$ cat config.mk
export PLATFORM = sky130hd
export DESIGN_NAME = sorted_id_filter_table
export DESIGN_NICKNAME = d
export VERILOG_FILES = /design/src/hdl/sidft_pkg.sv /design/src/hdl/sidft_mem.sv /design/src/hdl/sorted_id_filter_table.sv
export SDC_FILE = /design/constraint.sdc
export NUM_CORES = 2
export LEC_CHECK = 0
export ABC_AREA = 1
export BUFFER_PORTS_ARGS = -buffer_cell sky130_fd_sc_hd__buf_2
export CAP_MARGIN = 10
export CELL_PAD_IN_SITES_DETAIL_PLACEMENT = 1
export CELL_PAD_IN_SITES_GLOBAL_PLACEMENT = 2
export CORE_MARGIN = 2
export CORE_UTILIZATION = 47
export CTS_CLUSTER_DIAMETER = 50
export DETAILED_ROUTE_END_ITERATION = 8
export GPL_TIMING_DRIVEN = 0
export PLACE_DENSITY_LB_ADDON = 0.1
export SLEW_MARGIN = 20
export SYNTH_ARGS = -nofsm -noshare
export SYNTH_HDL_FRONTEND = slang
export SYNTH_SLANG_ARGS = --single-unit
$ cat constraint.sdc
create_clock -name clk -period 6.24 [get_ports clk]
set_input_delay 0.312 -clock clk [delete_from_list [all_inputs] [get_ports clk]]
set_output_delay 0.312 -clock clk [all_outputs]
set_load 0.005 [all_outputs]
$ cat src/hdl/sidft_pkg.sv
package sidft_pkg;

	// fixed field widths
	localparam int ID_W     = 29;
	localparam int ACT_W    = 2;
	localparam int RIDX_W   = 6;
	localparam int STATUS_W = 3;
	localparam int POS_W    = 6;
	localparam int CNT_W    = 6;

	// action codes
	localparam logic [ACT_W-1:0] ACT_ADD   = 2'd0;
	localparam logic [ACT_W-1:0] ACT_CLEAR = 2'd1;
	localparam logic [ACT_W-1:0] ACT_READ  = 2'd2;

	// status codes
	localparam logic [STATUS_W-1:0] STAT_ADDED   = 3'd0;
	localparam logic [STATUS_W-1:0] STAT_PRESENT = 3'd1;
	localparam logic [STATUS_W-1:0] STAT_FULL    = 3'd2;
	localparam logic [STATUS_W-1:0] STAT_CLEARED = 3'd3;
	localparam logic [STATUS_W-1:0] STAT_READ    = 3'd4;
	localparam logic [STATUS_W-1:0] STAT_INVALID = 3'd7;

	// sequencer states, one-hot
	typedef enum logic [6:0] {
		S_IDLE   = 7'b0000001,
		S_SRCH   = 7'b0000010,
		S_CMP    = 7'b0000100,
		S_SHIFT  = 7'b0001000,
		S_PUT    = 7'b0010000,
		S_RDWAIT = 7'b0100000,
		S_DONE   = 7'b1000000
	} state_t;

endpackage

$ cat src/hdl/sidft_mem.sv
module sidft_mem #(
	parameter int DEPTH = 48,
	parameter int AW    = 6
) (
	input  logic                       clk,
	input  logic                       wr_en,
	input  logic [AW-1:0]              wr_addr,
	input  logic [sidft_pkg::ID_W-1:0] wr_data,
	input  logic [AW-1:0]              rd_addr,
	output logic [sidft_pkg::ID_W-1:0] rd_data
);

	logic [sidft_pkg::ID_W-1:0] mem_q [DEPTH];
	logic [sidft_pkg::ID_W-1:0] rd_data_q;

	// one write port, one registered read port
	always_ff @(posedge clk) begin
		if (wr_en) begin
			mem_q[wr_addr] <= wr_data;
		end
		rd_data_q <= mem_q[rd_addr];
	end

	assign rd_data = rd_data_q;

endmodule

$ cat src/hdl/sorted_id_filter_table.sv
// Sorted identifier filter table.
// Input channel (in_valid / in_stall) carries action, can_id and read_index;
// output channel (out_valid / out_stall) returns status, position,
// entry_value and entry_count, one transaction per input transaction.
// Identifiers are kept sorted in a single-port-write, registered-read RAM.
// One 29-bit compare unit is reused by a small sequencer: each binary search
// step is a RAM read state and a compare state, and inserting shifts one entry
// per cycle through the RAM write port.
// in_stall stays high after an accept until the result enters the output register.
// A finished result sits in the output register; while out_stall is high it
// holds, the block still takes one new transaction and parks its result
// until the register is free.
// Reset empties the table at once: entries past the count read back as one
// fill value (zero after reset or clear, the identifier of the latest add, new or held,
// after an add), so no clearing pass is needed.
module sorted_id_filter_table #(
	parameter int TABLE_DEPTH = 48
) (
	input  logic                           clk,
	input  logic                           arst_n,
	input  logic                           in_valid,
	output logic                           in_stall,
	input  logic [sidft_pkg::ACT_W-1:0]    action,
	input  logic [sidft_pkg::ID_W-1:0]     can_id,
	input  logic [sidft_pkg::RIDX_W-1:0]   read_index,
	output logic                           out_valid,
	input  logic                           out_stall,
	output logic [sidft_pkg::STATUS_W-1:0] status,
	output logic [sidft_pkg::POS_W-1:0]    position,
	output logic [sidft_pkg::ID_W-1:0]     entry_value,
	output logic [sidft_pkg::CNT_W-1:0]    entry_count
);

	localparam int AW = (TABLE_DEPTH > 1) ? $clog2(TABLE_DEPTH) : 1;
	localparam int CW = $clog2(TABLE_DEPTH + 1);
	localparam int XW = (CW > sidft_pkg::RIDX_W) ? CW : sidft_pkg::RIDX_W;
	localparam logic [CW-1:0] DEPTH_C = CW'(TABLE_DEPTH);
	localparam logic [XW-1:0] DEPTH_X = XW'(TABLE_DEPTH);

	sidft_pkg::state_t state_q;

	logic [CW-1:0]                  count_q;
	logic [sidft_pkg::ID_W-1:0]     fill_q;
	logic [sidft_pkg::ID_W-1:0]     key_q;
	logic [CW-1:0]                  lo_q;
	logic [CW-1:0]                  hi_q;
	logic [AW-1:0]                  mid_q;
	logic [AW-1:0]                  sh_q;
	logic [AW-1:0]                  wa_q;
	logic                           wr_pend_q;
	logic                           rd_go_q;
	logic                           rd_mem_q;
	logic                           rd_fill_q;
	logic [sidft_pkg::STATUS_W-1:0] res_status_q;
	logic [sidft_pkg::POS_W-1:0]    res_pos_q;
	logic [sidft_pkg::ID_W-1:0]     res_val_q;
	logic                           out_valid_q;
	logic [sidft_pkg::STATUS_W-1:0] status_q;
	logic [sidft_pkg::POS_W-1:0]    position_q;
	logic [sidft_pkg::ID_W-1:0]     entry_value_q;
	logic [sidft_pkg::CNT_W-1:0]    entry_count_q;

	logic                       accept;
	logic                       out_load;
	logic [CW-1:0]              mid_c;
	logic                       key_eq;
	logic                       key_lt;
	logic [XW-1:0]              ridx_x;
	logic [XW-1:0]              count_x;
	logic                       mem_wr_en;
	logic [AW-1:0]              mem_wr_addr;
	logic [sidft_pkg::ID_W-1:0] mem_wr_data;
	logic [AW-1:0]              mem_rd_addr;
	logic [sidft_pkg::ID_W-1:0] mem_rd_data;

	assign in_stall = (state_q != sidft_pkg::S_IDLE);
	assign accept   = in_valid && !in_stall;
	assign out_load = (state_q == sidft_pkg::S_DONE) && (!out_valid_q || !out_stall);

	// midpoint of the search window
	assign mid_c = lo_q + ((hi_q - lo_q) >> 1);

	// shared compare unit
	assign key_eq = (mem_rd_data == key_q);
	assign key_lt = (mem_rd_data < key_q);

	assign ridx_x  = XW'(read_index);
	assign count_x = XW'(count_q);

	// ram port selection
	always_comb begin
		mem_wr_en   = 1'b0;
		mem_wr_addr = wa_q;
		mem_wr_data = mem_rd_data;
		mem_rd_addr = sh_q;
		unique case (state_q)
			sidft_pkg::S_IDLE: begin
				mem_rd_addr = AW'(read_index);
			end
			sidft_pkg::S_SRCH: begin
				mem_rd_addr = AW'(mid_c);
			end
			sidft_pkg::S_SHIFT: begin
				mem_wr_en = wr_pend_q;
			end
			sidft_pkg::S_PUT: begin
				mem_wr_en   = 1'b1;
				mem_wr_addr = AW'(lo_q);
				mem_wr_data = key_q;
			end
			default: begin
			end
		endcase
	end

	sidft_mem #(
		.DEPTH (TABLE_DEPTH),
		.AW    (AW)
	) u_mem (
		.clk     (clk),
		.wr_en   (mem_wr_en),
		.wr_addr (mem_wr_addr),
		.wr_data (mem_wr_data),
		.rd_addr (mem_rd_addr),
		.rd_data (mem_rd_data)
	);

	// sequencer and table control state
	always_ff @(posedge clk or negedge arst_n) begin
		if (!arst_n) begin
			state_q   <= sidft_pkg::S_IDLE;
			count_q   <= '0;
			fill_q    <= '0;
			wr_pend_q <= 1'b0;
			rd_go_q   <= 1'b0;
		end else begin
			unique case (state_q)
				sidft_pkg::S_IDLE: begin
					if (accept) begin
						priority case (action)
							sidft_pkg::ACT_ADD:   state_q <= sidft_pkg::S_SRCH;
							sidft_pkg::ACT_CLEAR: begin
								count_q <= '0;
								fill_q  <= '0;
								state_q <= sidft_pkg::S_DONE;
							end
							sidft_pkg::ACT_READ:  state_q <= sidft_pkg::S_RDWAIT;
							default:              state_q <= sidft_pkg::S_DONE;
						endcase
					end
				end
				sidft_pkg::S_SRCH: begin
					if (lo_q < hi_q) begin
						state_q <= sidft_pkg::S_CMP;
					end else if (count_q < DEPTH_C) begin
						if (count_q == lo_q) begin
							state_q <= sidft_pkg::S_PUT;
						end else begin
							rd_go_q   <= 1'b1;
							wr_pend_q <= 1'b0;
							state_q   <= sidft_pkg::S_SHIFT;
						end
					end else begin
						state_q <= sidft_pkg::S_DONE;
					end
				end
				sidft_pkg::S_CMP: begin
					if (key_eq) begin
						fill_q  <= key_q;
						state_q <= sidft_pkg::S_DONE;
					end else begin
						state_q <= sidft_pkg::S_SRCH;
					end
				end
				sidft_pkg::S_SHIFT: begin
					// read one entry per cycle, write it one slot up in the following cycle
					if (rd_go_q) begin
						wr_pend_q <= 1'b1;
						if (CW'(sh_q) == lo_q) begin
							rd_go_q <= 1'b0;
						end
					end else begin
						wr_pend_q <= 1'b0;
						state_q   <= sidft_pkg::S_PUT;
					end
				end
				sidft_pkg::S_PUT: begin
					count_q <= count_q + 1'b1;
					fill_q  <= key_q;
					state_q <= sidft_pkg::S_DONE;
				end
				sidft_pkg::S_RDWAIT: begin
					state_q <= sidft_pkg::S_DONE;
				end
				sidft_pkg::S_DONE: begin
					if (out_load) begin
						state_q <= sidft_pkg::S_IDLE;
					end
				end
				default: state_q <= sidft_pkg::S_IDLE;
			endcase
		end
	end

	// search window, shift pointers and result fields
	always_ff @(posedge clk) begin
		unique case (state_q)
			sidft_pkg::S_IDLE: begin
				key_q     <= can_id;
				lo_q      <= '0;
				hi_q      <= count_q;
				rd_mem_q  <= (ridx_x < count_x);
				rd_fill_q <= (ridx_x < DEPTH_X);
				res_pos_q <= '0;
				res_val_q <= '0;
				priority case (action)
					sidft_pkg::ACT_ADD:   res_status_q <= sidft_pkg::STAT_ADDED;
					sidft_pkg::ACT_CLEAR: res_status_q <= sidft_pkg::STAT_CLEARED;
					sidft_pkg::ACT_READ:  res_status_q <= sidft_pkg::STAT_READ;
					default:              res_status_q <= sidft_pkg::STAT_INVALID;
				endcase
			end
			sidft_pkg::S_SRCH: begin
				mid_q <= AW'(mid_c);
				sh_q  <= AW'(count_q - 1'b1);
				if (!(lo_q < hi_q) && !(count_q < DEPTH_C)) begin
					res_status_q <= sidft_pkg::STAT_FULL;
				end
			end
			sidft_pkg::S_CMP: begin
				if (key_eq) begin
					res_status_q <= sidft_pkg::STAT_PRESENT;
					res_pos_q    <= sidft_pkg::POS_W'(mid_q);
				end else if (key_lt) begin
					lo_q <= CW'(mid_q) + 1'b1;
				end else begin
					hi_q <= CW'(mid_q);
				end
			end
			sidft_pkg::S_SHIFT: begin
				if (rd_go_q) begin
					wa_q <= sh_q + 1'b1;
					if (CW'(sh_q) != lo_q) begin
						sh_q <= sh_q - 1'b1;
					end
				end
			end
			sidft_pkg::S_PUT: begin
				res_status_q <= sidft_pkg::STAT_ADDED;
				res_pos_q    <= sidft_pkg::POS_W'(lo_q);
			end
			sidft_pkg::S_RDWAIT: begin
				if (rd_mem_q) begin
					res_val_q <= mem_rd_data;
				end else if (rd_fill_q) begin
					res_val_q <= fill_q;
				end else begin
					res_val_q <= '0;
				end
			end
			default: begin
			end
		endcase
	end

	// output register valid
	always_ff @(posedge clk or negedge arst_n) begin
		if (!arst_n) begin
			out_valid_q <= 1'b0;
		end else if (out_load) begin
			out_valid_q <= 1'b1;
		end else if (!out_stall) begin
			out_valid_q <= 1'b0;
		end
	end

	// output register payload
	always_ff @(posedge clk) begin
		if (out_load) begin
			status_q      <= res_status_q;
			position_q    <= res_pos_q;
			entry_value_q <= res_val_q;
			entry_count_q <= sidft_pkg::CNT_W'(count_q);
		end
	end

	assign out_valid   = out_valid_q;
	assign status      = status_q;
	assign position    = position_q;
	assign entry_value = entry_value_q;
	assign entry_count = entry_count_q;

endmodule

; After elaboration in Yosys (flattened, before gate mapping)
; Memories as Yosys holds them, arrays and structs flattened. A register that Yosys moved wholly into a read port is not among the register bits.
; Cells that the tools add are included.
; W data, S select, Z words.
[op_classes]
n_reduce_logical = 27
n_lt_le_gt_ge = 5
addsub = 7
eq_ne = 29
mux = 53
[op_table]
columns = operator, n
row1 = $mux W29, 6
row2 = $pmux W29 S3, 1
row3 = $mux W6, 10
row4 = $pmux W6 S2, 5
row5 = $pmux W29 S2, 1
row6 = $mux W7, 6
row7 = $pmux W7 S6, 1
row8 = $eq A29 B29 Y1, 1
row9 = $lt A29 B29 Y1, 1
row10 = $ne A2 B2 Y1 const B, 14
row11 = $add A6 B1 Y6 const B, 3
row12 = $pmux W6 S3, 1
row13 = $reduce_and A3 Y1, 6
row14 = $pmux W7 S2, 1
row15 = $mux W1, 13
row16 = $eq A6 B6 Y1, 2
row17 = $lt A6 B6 Y1, 2
row18 = $lt A6 B6 Y1 const B, 2
row19 = $pmux W3 S4, 1
row20 = $sub A6 B1 Y6 const B, 2
row21 = $pmux W3 S3, 1
row22 = $reduce_and A4 Y1, 2
row23 = $reduce_bool A2 Y1, 4
row24 = $eq A7 B1 Y1 const B, 1
row25 = other kinds (24), 34
[word_totals]
regBits = 188
n_memories = 1
inputBits = 41
ramBits = 1392
output_inout_bits = 46
[mem_list]
columns = name, depth, word_bits, read_ports, rd_clocked_by_memory_dff, wr, line_no
row1 = u_mem.mem_q, 48, 29, 1, 1, 1, sidft_mem.sv:13  ; logic [sidft_pkg::ID_W-1:0] mem_q [DEPTH];

; Depth between registers and ports, before layout
[depth]
depth_word = 5
depth_mapped = 22

; Modules after synthesis
; A second synthesis with hierarchy kept.
[hier_totals]
hier_cells = 5579
area_unflattened_um2 = 66243.5
[by_module_without_submodules]
columns = mod, area_each_um2, cells_each, seq_area_each_um2, n_inst
row1 = sidft_mem, 56646.8, 4597, 42380.6, 1
row2 = sorted_id_filter_table, 9596.7, 982, 5421.4, 1

; Worst setup path before layout
; No wires, ideal clock.
[synth_timing]
path_kind = register to register
startpoint = register state_q[1]
endpoint = memory u_mem.mem_q[0][1] (netlist bit) (data pin)
path_stages_with_launch = 8
n_path_buf = 2
arrival_ns = 3.096
period_less_slack_ns = 3.674
required_ns = 5.662
path_slack_ns = 2.566
cell_sequence = dfrtp_1 > nor2_1 > inv_1 > nor2_1 > nand2_1 > clkbuf_1 > clkbuf_1 > o21ai_0
[synth_via]
elab_chain_cells = 2
[synth_lines]
columns = item, line_no
row1 = "start, declared", sorted_id_filter_table.sv:40  ; sidft_pkg::state_t state_q;
row2 = "start signal, assigned", sorted_id_filter_table.sv:131  ; state_q <= sidft_pkg::S_IDLE;
row3 = "start signal, assigned", sorted_id_filter_table.sv:141  ; sidft_pkg::ACT_ADD: state_q <= sidft_pkg::S_SRCH;
row4 = "start signal, assigned", sorted_id_filter_table.sv:145  ; state_q <= sidft_pkg::S_DONE;
row5 = $eq A7 B5 Y1, sorted_id_filter_table.sv:96  ; unique case (state_q)
row6 = $mux W29, sorted_id_filter_table.sv:96
row7 = "net mem_wr_data, one bit", sorted_id_filter_table.sv:72  ; logic [sidft_pkg::ID_W-1:0] mem_wr_data;
row8 = "end, declared", sidft_mem.sv:13
; The timed path passes the listed nets, and every way through them passes these cells.

; Worst setup path after layout
[layout_timing]
startpoint = register lo_q[1]
endpoint = register u_mem.rd_data_q (netlist bit u_mem.rd_data[21]), read port of u_mem.mem_q
[layout_via]
elab_chain_cells = 3
[layout_lines]
columns = item, line_no
row1 = "start, declared", sorted_id_filter_table.sv:45  ; logic [CW-1:0] lo_q;
row2 = "start signal, assigned", sorted_id_filter_table.sv:235  ; lo_q <= CW'(mid_q) + 1'b1;
row3 = $sub A6 B6 Y6, sorted_id_filter_table.sv:81  ; assign mid_c = lo_q + ((hi_q - lo_q) >> 1);
row4 = $add A6 B5 Y6 *, sorted_id_filter_table.sv:81
row5 = net mid_c[4], sorted_id_filter_table.sv:65  ; logic [CW-1:0] mid_c;
row6 = $pmux W6 S2 *, sorted_id_filter_table.sv:96
row7 = "end, declared", sidft_mem.sv:14  ; logic [sidft_pkg::ID_W-1:0] rd_data_q;
; The timed path passes the listed nets; every way through them passes the cells marked *.
; A chain may end at the register's enable or synchronous reset.

==> impl_metrics.toml <==
[worst_setup_path]
critPathArrivalTime_ns = 5.95
worstSetupStartpointType = "register"
path_max_fanout = 10
path_class = "reg -> reg"
end_kind = "register"
required_ns = 6.93

[job]
drv_cap = 0

[global_route]
antenna_found_initial = 14
grt_pass1_wl_um = 348000
grt_pass1_vias = 50900
gr-total-overflow = 0
grt_usage_pct = 31.9
grt_max_degree = 46

[synth]
synth_area_um2 = 69400
synth.distinct_cells = 49
ys_ff_latch = 1609
synthFlopType = "edfxtp_1"
synth_edf_count = 1535
netlist_instances = 6235
avgSynthCellArea_um2 = 11.1
seq_area_frac_synth_pct = 68.8
async_reset_ff_share_pct = 2.80
ys_warn_count = 0
synthesis.nets = 6327

[drt]
wl_per_cell_um = 27.6
avgViaCountPerCell = 5.74
drt_iter0_markers = 5054
first_pass_iters = 6
ant_nets = 0
remaining_drc_errors = 0
vias = 50200
totalWireLength_um = 242000

[pwr]
leakagePower_nw = 32.1
peakVddDrop_uv = 307
p_per_area_nw_per_um2 = 604

[floorplan]
core_um2 = 147000
die_h_um = 388
dieWidth_um = 388
start_util_pct = 47.2
rows = 141
die_area_um2 = 151000
ios = 87

[finish]
most-common-layout-cells = "1535 x edfxtp_1, 1272 x nand3_1, 920 x inv_1, 819 x nand2_1, 427 x nor2_1"
area_delta_synth_final_pct = 18.1
nFillCells = 15300
fin_area_um2 = 82000
layout-drive-gt1-share_pct = 11.7
final_common_cell = "edfxtp_1"
final_util_pct = 55.7
fin_nets = 6748
layoutNonFillerInstCount = 8743

[clock_network]
clk_pin_slew_ns = 0.06
h-tree-depth = 4
cts_max_path_buffers = 3
cts_tree = "done"
clock_latency_ns = 0.84
root_buffer = "clkbuf_16"
cts_setup_buffers = 0
cts-buffers-inserted = 186
cts_sinks = 1609

[timing]
fin_ws_ns = 0.979
slew-limit-headroom_pct = 18.5
slew_violations = 0
tightestPinTransition_ns = 1.22
whs_ns = 0.0573
skew_ns = 0.0205
setup_violations = 0
finalCritPeriodShare_pct = 84.3
max_clock_freq_mhz = 190
min_period_ns = 5.26
hold_viol = 0
rsz0062_at_grt = "false"

[placement]
routabilityCongestion = 0.981
dp_hpwl_um = 175000
portBuffers = 86
dp_slack_ns = 1.06
placed_area_um2 = 75600
place_inst = 8360

[worst_hold_path]
hp-class = "in -> async"

[run_status]
outcome = "completed"
-- power by group --
group	total, mW	switching (mW)	leakage, nW	internal (mW)
Sequential	14.4	0.450	14.8	13.9
Combinational	24.3	18.0	14.4	6.35
Clock	10.8	4.57	2.91	6.22
-- cells in the mapped netlist, types with 2 or more instances --
master       n  area share (%)
edfxtp_1  1535              66
nand3_1   1272             9.2
inv_1      920             5.0
nand2_1    820             4.4
nor2_1     475             2.6
o21ai_0    321             2.3
nand3b_1   176             1.9
buf_2      170             1.2
clkbuf_1   115            0.62
a21oi_1     69            0.50
ha_1        49            0.88
dfrtp_1     44             1.6
o211ai_1    31            0.34
a22oi_1     29            0.31
dfxtp_1     29            0.84
buf_4       28            0.30
buf_1       26            0.14
buf_6       25            0.41
nor3_1      14            0.10
xor2_1      12            0.15
inv_2       10           0.054
nand4_1      7           0.063
nor4_1       7           0.063
o22ai_1      7           0.063
xnor2_1      6           0.076
nand2_2      4           0.036
nor2_2       4           0.036
a21boi_0     3           0.032
nand2_4      3           0.049
a221oi_1     2           0.025
fa_1         2           0.058
nor2_8       2           0.058
o21ai_1      2           0.014
-- final timing paths --
check	slack (ns)	end	depth (start not counted)	from
setup / recovery	0.98	u_mem.rd_data[21]$_DFF_P_	14	lo_q[1]$_SDFFCE_PN0P_
min in group clk	0.08	rd_mem_q$_DFFE_PP_	5	read_index[3]
hold / removal	0.06	state_q[5]$_DFFE_PN0P_	2	arst_n
max in group asynchronous	5.69	fill_q[6]$_DFFE_PN0P_	2	arst_n
hold reg to reg	0.42	entry_value[2]$_DFFE_PP_	0	res_val_q[2]$_SDFFCE_PN0P_
setup reg to reg	0.98	u_mem.rd_data[21]$_DFF_P_	14	lo_q[1]$_SDFFCE_PN0P_
-- stage by stage --
stage / TNS, ns / total power, mW
finish: 0 / 49.5
CTS: 0 / 49.2
global placement: -3709.63 / 37.1
detailed placement: 0 / 38.3
floorplan: 0 / 26.7
global route: 0 / 51.4
-- routing by layer --
metal | part of all wire (%) | global-route usage [%] | vias to the layer above
li1 | - | - | 22200
met1 | 43 | 45.0 | 25600
met2 | 46 | 50.3 | 1963
met3 | 7.1 | 4.51 | 405
met4 | 3.8 | 12.0 | 2
met5 | 0.0037 | 0 | -
-- sequential cells by signal, summed over array words and instances, names as in the netlist, 7 cells and up --
signal and cells:
u_mem.rd_data 29, u_mem.mem_q 1392, state_q 7, fill_q 29, entry_value 29, res_val_q 29
key_q 29
-- worst max-delay path, cell delays in order, from the launching register on --
cell and delay [ns]:
edfxtp_1 0.48, inv_1 0.27, fa_1 0.52, xor2_1 0.25, inv_1 0.09, fa_1 0.42, o21ai_0 0.24, xnor2_1 0.16
inv_1 0.08, a21oi_1 0.93, buf_2 0.42, buf_1 0.40, nand3_1 0.28, nand3_1 0.42, nand2_1 0.14
-- kinds of logic (layout without fill, tap and decap cells) --
group	count (synthesis)	count (layout)	synth area share, %
fa+ha+maj	51	51	0.941
buf+inv	1295	1870	7.74
simple gates	2791	2791	18.6
compound gates	471	471	3.67
flops	1609	1609	68.8
other cells	0	3	0
xor+xnor	18	18	0.227
-- final cells by class --
type | count | area [µm²] | area share, %
Clock inverter | 107 | 1100 | 1.35
Multi-Input combinational cell | 3331 | 17000 | 20.7
Sequential cell | 1609 | 47800 | 58.3
Buffer | 365 | 1890 | 2.30
Antenna cell | 3 | 7.51 | 0.00915
Tap cell | 1930 | 2410 | 2.94
Timing Repair Buffer | 233 | 3440 | 4.20
Clock buffer | 235 | 4900 | 5.98
Inverter | 930 | 3490 | 4.26
-- repair_timing --
| action | in CTS | in global routing |
|---|---|---|
| endpoints found under the hold margin | 101 | 0 |
| hold buffers | 38 | 0 |
| resized for setup | 0 | 0 |
No activity file was read; power rests on OpenSTA's default activity.
